===== config.mk =====
export PLATFORM = sky130hd
export DESIGN_NAME = spi_seq_fifo
export DESIGN_NICKNAME = d
export VERILOG_FILES = /design/src/rtl/spi_seq_pkg.sv /design/src/rtl/spi_seq_fifo.sv
export SDC_FILE = /design/constraint.sdc
export NUM_CORES = 1
export LEC_CHECK = 0
export ABC_AREA = 1
export CORE_MARGIN = 3
export CORE_UTILIZATION = 35
export DETAILED_ROUTE_END_ITERATION = 16
export DONT_BUFFER_PORTS = 1
export PLACE_DENSITY_LB_ADDON = 0.05
export SYNTH_ARGS = -nofsm -noshare
export SYNTH_HDL_FRONTEND = slang
export SYNTH_SLANG_ARGS = --single-unit

===== constraint.sdc =====
create_clock -name clock -period 4.3 [get_ports clock]
set_input_delay 0.215 -clock clock [delete_from_list [all_inputs] [get_ports clock]]
set_output_delay 0.215 -clock clock [all_outputs]
set_load 0.1 [all_outputs]

===== src/rtl/spi_seq_pkg.sv =====
// shared types, constants and command codes of the spi nor flash command sequencer
`default_nettype none

package spi_seq_pkg;

   // field widths
   localparam int MODE_BITS = 3;
   localparam int ADDR_BITS = 24;
   localparam int LEN_BITS  = 16;
   localparam int BYTE_BITS = 8;

   // page size, a power of two
   localparam int PAGE_BYTES = 256;
   localparam int PAGE_BITS  = $clog2(PAGE_BYTES);

   // job queue depth
   localparam int QUEUE_DEPTH = 4;
   localparam int QPTR_BITS   = $clog2(QUEUE_DEPTH);
   localparam int QCNT_BITS   = $clog2(QUEUE_DEPTH + 1);

   // step counter of the back end
   localparam int STEP_BITS = 3;
   localparam logic [STEP_BITS-1:0] STEP_FIRST      = 3'd0;
   localparam logic [STEP_BITS-1:0] STEP_WDATA_DATA = 3'd5;

   // request modes
   localparam logic [MODE_BITS-1:0] MODE_WR_REQ  = 3'd0;
   localparam logic [MODE_BITS-1:0] MODE_WR_DATA = 3'd1;
   localparam logic [MODE_BITS-1:0] MODE_RD_REQ  = 3'd2;
   localparam logic [MODE_BITS-1:0] MODE_SE      = 3'd3;
   localparam logic [MODE_BITS-1:0] MODE_BE      = 3'd4;
   localparam logic [MODE_BITS-1:0] MODE_REPLY   = 3'd5;

   // flash command bytes
   localparam logic [BYTE_BITS-1:0] CMD_PROG = 8'h02;
   localparam logic [BYTE_BITS-1:0] CMD_WREN = 8'h06;
   localparam logic [BYTE_BITS-1:0] CMD_READ = 8'h03;
   localparam logic [BYTE_BITS-1:0] CMD_RDSR = 8'h05;
   localparam logic [BYTE_BITS-1:0] CMD_SE   = 8'hD8;
   localparam logic [BYTE_BITS-1:0] CMD_BE   = 8'hC7;
   localparam logic [BYTE_BITS-1:0] DUMMY    = 8'h00;
   localparam int                   WIP_POS  = 0;

   // sequencer phase
   typedef enum logic [1:0] {
      PH_IDLE,
      PH_WDATA,
      PH_POLL,
      PH_READ
   } spi_seq_phase_type;

   // kind of job handed from front to back
   typedef enum logic [3:0] {
      JOB_REJECT,
      JOB_WR_REQ,
      JOB_RD_REQ,
      JOB_SE,
      JOB_BE,
      JOB_WDATA,
      JOB_POLL_BUSY,
      JOB_POLL_END,
      JOB_READ_BYTE
   } spi_seq_kind_type;

   // one classified job; ends marks zero length, frame end or operation done
   typedef struct packed {
      spi_seq_kind_type       kind;
      logic [ADDR_BITS-1:0]   addr;
      logic [BYTE_BITS-1:0]   data;
      logic [STEP_BITS-1:0]   start;
      logic                   ends;
   } spi_seq_job_type;

   // one result word
   typedef struct packed {
      logic                 tx_valid;
      logic [BYTE_BITS-1:0] tx_byte;
      logic                 cs_release;
      logic                 reply_wanted;
      logic                 host_valid;
      logic [BYTE_BITS-1:0] host_data;
      logic                 done_res;
      logic                 status;
      logic                 last;
   } spi_seq_word_type;

   // queue status
   typedef struct packed {
      logic full;
      logic empty;
   } spi_seq_qstat_type;

endpackage

`default_nettype wire


===== src/rtl/spi_seq_fifo.sv =====
// short job queue between the front end and the back end
`default_nettype none

module spi_seq_fifo import spi_seq_pkg::*; (
   input  wire logic            clock,
   input  wire logic            reset,
   input  wire logic            push,
   input  wire spi_seq_job_type push_job,
   input  wire logic            pop,
   output spi_seq_job_type      pop_job,
   output spi_seq_qstat_type    qstat
);

   spi_seq_job_type       mem_ff [QUEUE_DEPTH];
   logic [QPTR_BITS-1:0]  wr_ptr_ff, wr_ptr_in;
   logic [QPTR_BITS-1:0]  rd_ptr_ff, rd_ptr_in;
   logic [QCNT_BITS-1:0]  count_ff, count_in;

   // status and read data
   assign qstat.full  = (count_ff == QCNT_BITS'(QUEUE_DEPTH));
   assign qstat.empty = (count_ff == '0);
   assign pop_job     = mem_ff[rd_ptr_ff];

   // pointer and count update
   always_comb begin
      wr_ptr_in = push ? wr_ptr_ff + QPTR_BITS'(1) : wr_ptr_ff;
      rd_ptr_in = pop  ? rd_ptr_ff + QPTR_BITS'(1) : rd_ptr_ff;
      count_in  = count_ff;
      if (push && !pop) begin
         count_in = count_ff + QCNT_BITS'(1);
      end else if (pop && !push) begin
         count_in = count_ff - QCNT_BITS'(1);
      end
   end

   always_ff @(posedge clock) begin
      if (reset) begin
         wr_ptr_ff <= '0;
         rd_ptr_ff <= '0;
         count_ff  <= '0;
      end else begin
         wr_ptr_ff <= wr_ptr_in;
         rd_ptr_ff <= rd_ptr_in;
         count_ff  <= count_in;
      end
   end

   // storage
   always_ff @(posedge clock) begin
      if (push) begin
         mem_ff[wr_ptr_ff] <= push_job;
      end
   end

   assert property (@(posedge clock) disable iff (reset)
      count_ff <= QCNT_BITS'(QUEUE_DEPTH))
      else $error("job queue count beyond depth");

   assert property (@(posedge clock) disable iff (reset)
      !(push && qstat.full && !pop))
      else $error("job pushed into full queue");

   assert property (@(posedge clock) disable iff (reset)
      !(pop && qstat.empty))
      else $error("job popped from empty queue");

endmodule

`default_nettype wire


==> results of run 1 <==
-- synthesized netlist by cell type (all sizes together) --
master | number | area (um^2)
ha | 5 | 62.6
fa | 1 | 20.0
nand3 | 1 | 5.00
nor3 | 2 | 10.0
nand4 | 1 | 6.26
xor2 | 1 | 8.76
nor2 | 86 | 323
o21ai | 85 | 433
a21oi | 3 | 15.0
o22ai | 40 | 250
dfxtp | 9 | 180
buf | 25 | 267
nand2 | 9 | 33.8
inv | 17 | 76.3
edfxtp | 160 | 4800
-- cells by family after synthesis --
kind of cell    count (synthesis)  synth area share (%)
flops                         169                  76.7
fa+ha+maj                       6                  1.27
compound gates                128                  10.7
xor+xnor                        1                 0.135
buf+inv                        42                  5.28
simple gates                   99                  5.82
-- worst register-to-register path, delay by kind of cell (launching register included) --
family	cells	cell delay [ps]
buf+inv	2	890
flops	1	320
fa+ha+maj	1	160
simple gates	1	60
-- final cells by class --
class | count | area [um^2] | area share (%)
clock buffers | 19 | 433 | 5.46
multi-input cells | 234 | 1430 | 18.0
repair buffers | 53 | 541 | 6.82
well taps | 229 | 287 | 3.61
inverters | 17 | 76.3 | 0.963
clock inverters | 13 | 176 | 2.23
flip-flops and latches | 169 | 4990 | 62.9
-- sequential cells by signal, summed over array words and instances (netlist names), named ones only --
register and count:
rd_ptr_ff 2, mem_ff 160, wr_ptr_ff 2, count_ff 3
-- how the worst min path moves through the flow --
stage / startpoint / to / slack [ps] / cells past startpoint
floorplan: reset / count_ff[0] / 290 / 1
global placement: reset / count_ff[0] / 290 / 1
detailed placement: reset / count_ff[0] / 290 / 1
CTS: reset / count_ff[2] / 7 / 3
global route: reset / count_ff[2] / 20 / 3
finish: reset / count_ff[2] / 20 / 3
-- power breakdown --
group | switching [mW] | internal, mW
Combinational | 0.615 | 0.128
Sequential | 0.0283 | 1.88
Clock | 0.595 | 0.968
Total | 1.24 | 2.98
-- layer usage --
layer | wire length, um | vias up
li1 | - | 1747
met1 | 6050 | 1821
met2 | 6860 | 71
met3 | 841 | 6
met4 | 109 | 0
met5 | 0 | -
-- what timing repair did --
| action | CTS | global route |
|---|---|---|
| setup buffers | 0 | 0 |
| endpoints found under the hold margin | 164 | 0 |
| hold buffers | 43 | 0 |
==> results.json, run 1 <==
{
  "tightest_slew_ps": 1160,
  "clock_skew_ps": 10.1,
  "io_buffers": 0,
  "critPathKind": "flip-flop to output port",
  "rsz0062_at_grt": "no",
  "cp-end-kind": "output port",
  "fillers": 1617,
  "reg2reg_depth": 4,
  "synth-seq-cells": 169,
  "fin_hold_ws_ps": 22.5,
  "finalCritPeriodShare_pct": 67.8,
  "clk_latency_ps": 420,
  "drt-wirelength-per-cell_um": 18.9,
  "cts_buffers": 17,
  "drc": 0,
  "cp-endpoint": "pop_job[33]",
  "layout-drive-gt1-share_pct": 17.6,
  "total_power_mw": 4.21,
  "ys_seq_area_share_pct": 76.7,
  "dpl_cell_area_um2": 6890,
  "drt-initial-drc-count": 208,
  "maxCapViolCount": 0,
  "fin_crit_ps": 2910,
  "cp_num_buf_inv": 1,
  "grt_use_total_pct": 14.1,
  "p_leak_nw": 2.69,
  "crit_family": "compound AO/OA/AOI/OAI gates",
  "vias_per_cell": 4.97,
  "setup.worst_path.start_class": "flip-flop",
  "stdcell_count": 734,
  "path_max_fanout": 32,
  "finalMaxSlewViolations": 0,
  "grt_util_met2_pct": 23.4,
  "finalSetupTns_ps": 0,
  "row_count": 49,
  "syn_nets": 495,
  "core_area_um2": 18100,
  "dpl.cell_count": 659,
  "die_h_um": 142,
  "max_freq_mhz": 343,
  "grt_use_met1_pct": 17.1,
  "syn_avg_cell_area_um2": 14.6,
  "dp_slack_ps": 1810,
  "nets": 542,
  "relSlewSlack_pct": 22.7,
  "finalWorstSetupSlack_ps": 1390,
  "h-tree-depth": 4,
  "ant_nets": 0,
  "clkSlewWorstSetupHoldPaths_ps": 60,
  "boundaryPins": 86,
  "grt_pass1_vias": 3881,
  "hold_class": "primary input to flip-flop",
  "grt_pass1_wl_um": 21300,
  "busiest_layer": "met2",
  "gr-total-overflow": 0,
  "r2r-start": "wr_ptr_ff[0]",
  "final_common_cell": "edfxtp_1",
  "start_util_pct": 35.9,
  "clockBufferDepth": 2,
  "max_stage_delay_ps": 930,
  "first_pass_iters": 4,
  "synth.distinct_cells": 22,
  "wirelength_um": 13900,
  "cts_tree": "built",
  "path_depth": 3,
  "regToRegSetupSlack_ps": 2460,
  "netlist_instances": 445,
  "utilization_pct": 43.8,
  "post_cts_resized": 0,
  "status": "finished, final reports clean",
  "diodes": 0,
  "clock-sinks": 169,
  "chipWidth_um": 142,
  "critPathSlowestCell": "o22ai_2",
  "die_area_um2": 20200,
  "rr_endpoint": "mem_ff[2][28]",
  "powerDensity_nw_per_um2": 532,
  "path_cells": "buf_4 -> o21ai_0 -> o22ai_2",
  "dp_hpwl_um": 7410,
  "synth_area_um2": 6490,
  "cp.required_ps": 4090,
  "postLayoutCellArea_um2": 7930,
  "ir_worst_vdd_mv": 0.267,
  "gp_congestion": 0.751,
  "area_growth_pct": 22.1,
  "setup_viol": 0,
  "grt_use_met3_pct": 5.38,
  "antenna_found_initial": 0,
  "grt_max_degree": 81,
  "cp.arrival_ps": 2700,
  "cts.root.buffer_cell": "clkbuf_16",
  "hold_viol_final": 0,
  "final_cell_mix": "edfxtp_1 (160), nor2_1 (86), o21ai_0 (45), dlygate4sd3_1 (43), o22ai_2 (40)",
  "yosys_warnings": 0,
  "num_vias": 3645
}
Note: power is estimated with default switching activity, not from simulation.
==> run 2: changes to the inputs <==
==> constraint.sdc (replaced) <==
create_clock -name clock -period 2.8 [get_ports clock]
set_input_delay 0.14 -clock clock [delete_from_list [all_inputs] [get_ports clock]]
set_output_delay 0.14 -clock clock [all_outputs]
set_load 0.1 [all_outputs]
==> run 2 against run 1 <==
- global-route usage decreased by 0.057 points
- critical path type unchanged
- via count is 5.4% higher
- cell count rose by 6.0%
- sequential share of layout area shrank 5.1 points
- routed wire length is 0.79% lower
- critical path depth up 1
- design area increased by 8.8%
- highest routed layer unchanged
- flip-flop and latch count unchanged
- largest cell class unchanged
==> results.json, run 2 (synthesis gave the netlist of run 1 again) <==
{
  "status": "finished, final reports clean",
  "reg_top3": "mem_ff x160, count_ff x3",
  "clockPowerShare_pct": 36.9,
  "io_buffers": 0,
  "p_sw_share_pct": 28.8,
  "grt_use_total_pct": 14.0,
  "path_cells": "buf_4 -> o21ai_0 -> o22ai_2 -> buf_4",
  "cp.arrival_ps": 2070,
  "cp_num_buf_inv": 2,
  "p_switching_mw": 1.98,
  "start_util_pct": 35.9,
  "critPathSlowestCell": "dfxtp_2",
  "drt-initial-drc-count": 195,
  "h-tree-depth": 4,
  "diodes": 0,
  "grt_pass1_vias": 3892,
  "clock_skew_ps": 4.52,
  "finalWorstSetupSlack_ps": 590,
  "tightest_slew_ps": 579,
  "crit_top_cell": "buf_4",
  "p_leak_nw": 3.04,
  "drt-wirelength-per-cell_um": 17.7,
  "max_stage_delay_ps": 620,
  "clk_latency_ps": 420,
  "max_freq_mhz": 453,
  "gr-total-overflow": 0,
  "finalMaxSlewViolations": 0,
  "hold_buffers": 43,
  "hold_viol_final": 0,
  "cts_tree": "built",
  "clock-sinks": 169,
  "drc": 0,
  "finalSetupTns_ps": 0,
  "rsz0062_at_grt": "no",
  "cts.root.buffer_cell": "clkbuf_16",
  "first_pass_iters": 4,
  "core_area_um2": 18100,
  "fillers": 1598,
  "wirelength_um": 13700,
  "cts.repair_timing.setup_buffer_count": 0,
  "chipWidth_um": 142,
  "ant_nets": 0,
  "boundaryPins": 86,
  "utilization_pct": 47.7,
  "critPathKind": "flip-flop to output port",
  "path_max_fanout": 26,
  "gp_congestion": 0.684,
  "nets": 586,
  "antenna_found_initial": 0,
  "area_growth_pct": 32.8,
  "seqCellArea_um2": 4990,
  "cts_buffers": 17,
  "vias_per_cell": 4.94,
  "maxCapViolCount": 0,
  "fin_hold_ws_ps": 61.3,
  "fin_crit_ps": 2210,
  "largest-register": "mem_ff",
  "final_common_cell": "edfxtp_1",
  "pwr-share-comb_pct": 20.4,
  "dp_hpwl_um": 8110,
  "multiInputGateArea_um2": 1430,
  "row_count": 49,
  "setup.worst_path.start_class": "flip-flop",
  "num_vias": 3843,
  "die_area_um2": 20200,
  "post_cts_resized": 0,
  "hold_class": "primary input to flip-flop",
  "layout-drive-gt1-share_pct": 24.8,
  "die_h_um": 142,
  "powerDensity_nw_per_um2": 796,
  "grt_pass1_wl_um": 21400,
  "cp.required_ps": 2660,
  "regToRegSetupSlack_ps": 1130,
  "largest_reg_flops": 160,
  "clkSlewWorstSetupHoldPaths_ps": 70,
  "setup_viol": 0,
  "clockBufferDepth": 2,
  "dp_slack_ps": 959,
  "finalCritPeriodShare_pct": 78.9,
  "crit_family": "buffers and inverters",
  "final_cell_mix": "edfxtp_1 (160), nor2_1 (86), o21ai_0 (45), dlygate4sd3_1 (43), o22ai_2 (40)",
  "ir_worst_vdd_mv": 0.432,
  "cp-end-kind": "output port",
  "relSlewSlack_pct": 61.4,
  "p_int_mw": 4.89,
  "grt_max_degree": 81,
  "p_seq_share_pct": 42.7
}
-- run 2: cell types whose count changed in the layout (fill, tap and decap cells not counted), moves of 2 or more --
cell / before / now
buf_4: 8 / 26
buf_12: 0 / 26
clkinv_4: 2 / 4
clkbuf_1: 2 / 0
-- run 2: per-layer routing --
metal	GRT usage, %	vias up	share of wire [%]
met5	0	-	0
met3	3.73	14	3.9
met1	17.6	1906	44
met4	5.15	0	1.5
li1	-	1849	-
met2	23.4	74	51
-- run 2: power groups by stage --
stage	sequential, mW	combinational, mW	clock [mW]
after floorplan	2.96	0.930	0
after global placement	2.99	1.34	0
after detailed placement	2.99	1.34	0
after CTS	2.93	1.42	2.60
after global routing	2.94	1.47	2.72
final	2.93	1.40	2.54
-- run 2: worst register-to-register path, cell delays in order, from the launching register on --
cell and delay, ps:
dfxtp_1 330, inv_1 100, ha_1 150, nand2_1 60
inv_2 360, buf_4 360
-- run 2: worst paths after layout --
path                start      endpoint  depth (start not counted)
max             flip-flop    pop_job[0]                          4
min                  push   count_ff[0]                          3
max reg2reg  wr_ptr_ff[1]  mem_ff[1][4]                          5
min reg2reg  rd_ptr_ff[1]     flip-flop                          1
-- run 2: area by class of cell --
class / count / area share [%]
Sequential cell: 169 / 57.8
Tap cell: 229 / 3.32
Clock buffer: 17 / 4.93
Clock inverter: 15 / 2.60
Multi-Input combinational cell: 234 / 16.6
Timing Repair Buffer: 97 / 13.9
Inverter: 17 / 0.885
-- run 2: per-stage QoR --
stage,area (um^2),std cells,power [mW]
finish,8620,778,6.87
global route,8620,778,7.13
CTS,8620,778,6.95
detailed placement,7540,703,4.33
global placement,7540,703,4.32
floorplan,6490,445,3.89
==> run 3: changes to the inputs <==
--- a/config.mk
+++ b/config.mk
@@ -5,7 +5,7 @@
 export SDC_FILE = /design/constraint.sdc
 export NUM_CORES = 1
 export LEC_CHECK = 0
-export ABC_AREA = 1
+export ABC_AREA = 0
 export CORE_MARGIN = 3
 export CORE_UTILIZATION = 35
 export DETAILED_ROUTE_END_ITERATION = 16
==> constraint.sdc (replaced) <==
create_clock -name clock -period 1.9 [get_ports clock]
set_input_delay 0.095 -clock clock [delete_from_list [all_inputs] [get_ports clock]]
set_output_delay 0.095 -clock clock [all_outputs]
set_load 0.1 [all_outputs]
==> run 3 against run 2 <==
- sequential power increased by 48%
- clock power up 26%
- non-clock buffer count increased by 4
- register-to-register slack got worse by 810 ps
- die area is 3.7% lower
- clock skew increased by 3.0 ps
- largest power group unchanged
- area after synthesis is 3.8% lower
- largest cell class unchanged
- critical path depth stayed put
- global-route usage decreased by 1.4 points
- hold slack better by 23 ps
- routed wire length is 15% lower
- sequential share of layout area grew 1.1 points
- the flow now finishes with violations (setup timing)
==> results.json, run 3 <==
{
  "largest-register": "mem_ff",
  "gp_congestion": 0.669,
  "syn_avg_cell_area_um2": 24.7,
  "cp.required_ps": 1800,
  "synth_compound_area_share_pct": 0.160,
  "gr-total-overflow": 0,
  "seqCellArea_um2": 4990,
  "crit_family": "multiplexers",
  "cts_tree": "built",
  "hold_class": "primary input to flip-flop",
  "ant_nets": 0,
  "netlist_instances": 253,
  "area_growth_pct": 35.7,
  "row_count": 48,
  "clock_skew_ps": 7.51,
  "synth_mux_area_share_pct": 14.7,
  "die_area_um2": 19500,
  "status": "finished, violations left",
  "vias_per_cell": 4.73,
  "antenna_found_initial": 0,
  "p_leak_nw": 2.84,
  "clkSlewWorstSetupHoldPaths_ps": 60,
  "synth_simple_gate_area_share_pct": 1.18,
  "reg_top3": "mem_ff x160, count_ff x3",
  "drt-initial-drc-count": 133,
  "crit_top_cell": "buf_12",
  "max_stage_delay_ps": 530,
  "wl_met3_um": 432,
  "yosys_warnings": 0,
  "p_switching_mw": 2.84,
  "p_seq_share_pct": 43.9,
  "cts_buffers": 17,
  "synth.distinct_cells": 21,
  "rsz0062_at_grt": "yes",
  "drc": 0,
  "fillers": 1441,
  "tightest_slew_ps": 505,
  "maxCapViolCount": 0,
  "top_layer_used": "met4",
  "clk_latency_ps": 410,
  "critPathSlowestCell": "mux4_2",
  "finalWorstSetupSlack_ps": -14.0,
  "met2_length_um": 6090,
  "clockBufferDepth": 2,
  "grt_use_total_pct": 12.6,
  "cts.root.buffer_cell": "clkbuf_16",
  "path_cells": "buf_12 -> buf_16 -> mux4_2 -> buf_12",
  "diodes": 0,
  "cp.arrival_ps": 1820,
  "total_power_mw": 9.90,
  "synth_most_common_cell": "edfxtp_1",
  "die_h_um": 140,
  "wl_met1_um": 4970,
  "synthAdderAreaFrac_pct": 1.32,
  "finalCritPeriodShare_pct": 101,
  "ir_worst_vdd_mv": 0.578,
  "synth_flop_cell": "edfxtp_1",
  "core_area_um2": 17400,
  "io_buffers": 0,
  "fin_crit_ps": 1910,
  "h-tree-depth": 4,
  "pwr-share-comb_pct": 23.9,
  "async_flop_share_pct": 0,
  "finalMaxSlewViolations": 0,
  "largest_reg_flops": 160,
  "synth_top_area_share_pct": 76.9,
  "clockPowerShare_pct": 32.2,
  "critPathKind": "flip-flop to output port",
  "chipWidth_um": 140,
  "setup.worst_path.start_class": "flip-flop",
  "multiInputGateArea_um2": 1160,
  "layout-drive-gt1-share_pct": 34.7,
  "drt-wirelength-per-cell_um": 19.4,
  "cp_num_buf_inv": 3,
  "grt_pass1_wl_um": 18000,
  "synth-edff-count": 160,
  "cp-end-kind": "output port",
  "nets": 413,
  "synth.cells.most_frequent": "edfxtp_1 (160), mux4_2 (40), dfxtp_1 (9)",
  "synth-xor-area-share_pct": 0.701,
  "yosys-top-cells-area": "edfxtp_1 (77%), mux4_2 (14%), dfxtp_1 (2.9%), buf_12 (1.3%), ha_1 (1.0%)",
  "clock-sinks": 169,
  "grt_pass1_vias": 3026,
  "relSlewSlack_pct": 66.4,
  "num_vias": 2839,
  "synth_area_um2": 6250,
  "synth_top_family_by_area": "multiplexers",
  "boundaryPins": 86,
  "hold_viol_final": 0,
  "violations": "setup timing",
  "final_cell_mix": "edfxtp_1 (160), buf_12 (44), dlygate4sd3_1 (43), mux4_2 (40), clkbuf_16 (17)",
  "powerDensity_nw_per_um2": 1170,
  "start_util_pct": 36.0,
  "synth_area_leader_cell": "edfxtp_1",
  "syn_nets": 303,
  "p_int_mw": 7.06,
  "path_max_fanout": 7,
  "grt_max_degree": 31,
  "ys_seq_area_share_pct": 79.8,
  "setup_viol": 13,
  "final_common_cell": "edfxtp_1",
  "synth-seq-cells": 169,
  "dp_hpwl_um": 6860,
  "first_pass_iters": 4,
  "wirelength_um": 11600,
  "max_freq_mhz": 522,
  "p_sw_share_pct": 28.7,
  "utilization_pct": 48.8
}
-- run 3: worst reg2reg max path, stage by stage, from the launching register on --
cell and delay (ps):
dfxtp_1 340, inv_1 90, ha_1 130, and2_2 470, buf_4 260
-- run 3: worst paths after layout --
check        slack [ps]  cells past startpoint            end    startpoint
max                 -10                      4    pop_job[39]     flip-flop
min                  80                      3    count_ff[0]          push
max reg2reg         320                      4  mem_ff[2][17]  wr_ptr_ff[0]
min reg2reg         530                      2   rd_ptr_ff[1]  rd_ptr_ff[1]
-- run 3: what timing repair did --
| item | CTS | global route |
|---|---|---|
| hold buffers | 43 | 0 |
| resized for setup | 6 | 0 |
| endpoints found under the setup margin | 40 | 35 |
| endpoints found under the hold margin | 169 | 0 |
| setup buffers | 1 | 0 |
| gates cloned | 2 | 0 |
-- run 3: metal layers --
| metal | GRT usage, % | up-vias |
|---|---|---|
| met5 | 0 | - |
| met4 | 3.98 | 0 |
| met3 | 3.99 | 12 |
| met2 | 21.1 | 58 |
| met1 | 15.9 | 1495 |
| li1 | - | 1274 |
-- run 3: through the flow --
| step | hold slack (ps) | setup WS, ps | std cells | TNS (ps) | instance area, um^2 |
|---|---|---|---|---|---|
| 2_1_floorplan | 194 | 7.03 | 253 | 0 | 6260 |
| 3_3_place_gp | 162 | 341 | 523 | 0 | 7410 |
| 3_5_place_dp | 168 | 298 | 523 | 0 | 7410 |
| 4_1_cts | 68.6 | -48.1 | 600 | -578 | 8480 |
| 5_1_grt | 90.2 | -83.1 | 600 | -1310 | 8480 |
| 6_report | 84.6 | -14.0 | 600 | -94.0 | 8480 |
-- run 3: power groups by stage --
stage,logic (mW),registers (mW),clock network (mW)
after floorplan,1.52,4.39,0
after global placement,2.24,4.42,0
after detailed placement,2.24,4.43,0
after CTS,2.40,4.35,3.27
after global routing,2.45,4.36,3.43
final,2.37,4.34,3.19
-- run 3: cells by family (layout without fill, tap and decap cells) --
kind of cell,count (synthesis),in the layout
adder cells (fa/ha/maj),6,6
AO/OA/AOI/OAI,2,2
buffers and inverters,14,136
multiplexers,42,42
XOR/XNOR,5,5
flip-flops,169,169
AND/OR/NAND/NOR,15,15
-- run 3: final cells by class --
type | count | area share, %
Clock buffer | 21 | 5.20
Timing Repair Buffer | 101 | 17.5
Sequential cell | 169 | 58.9
Inverter | 4 | 0.177
Tap cell | 225 | 3.32
Multi-Input combinational cell | 70 | 13.7
Clock inverter | 10 | 1.23
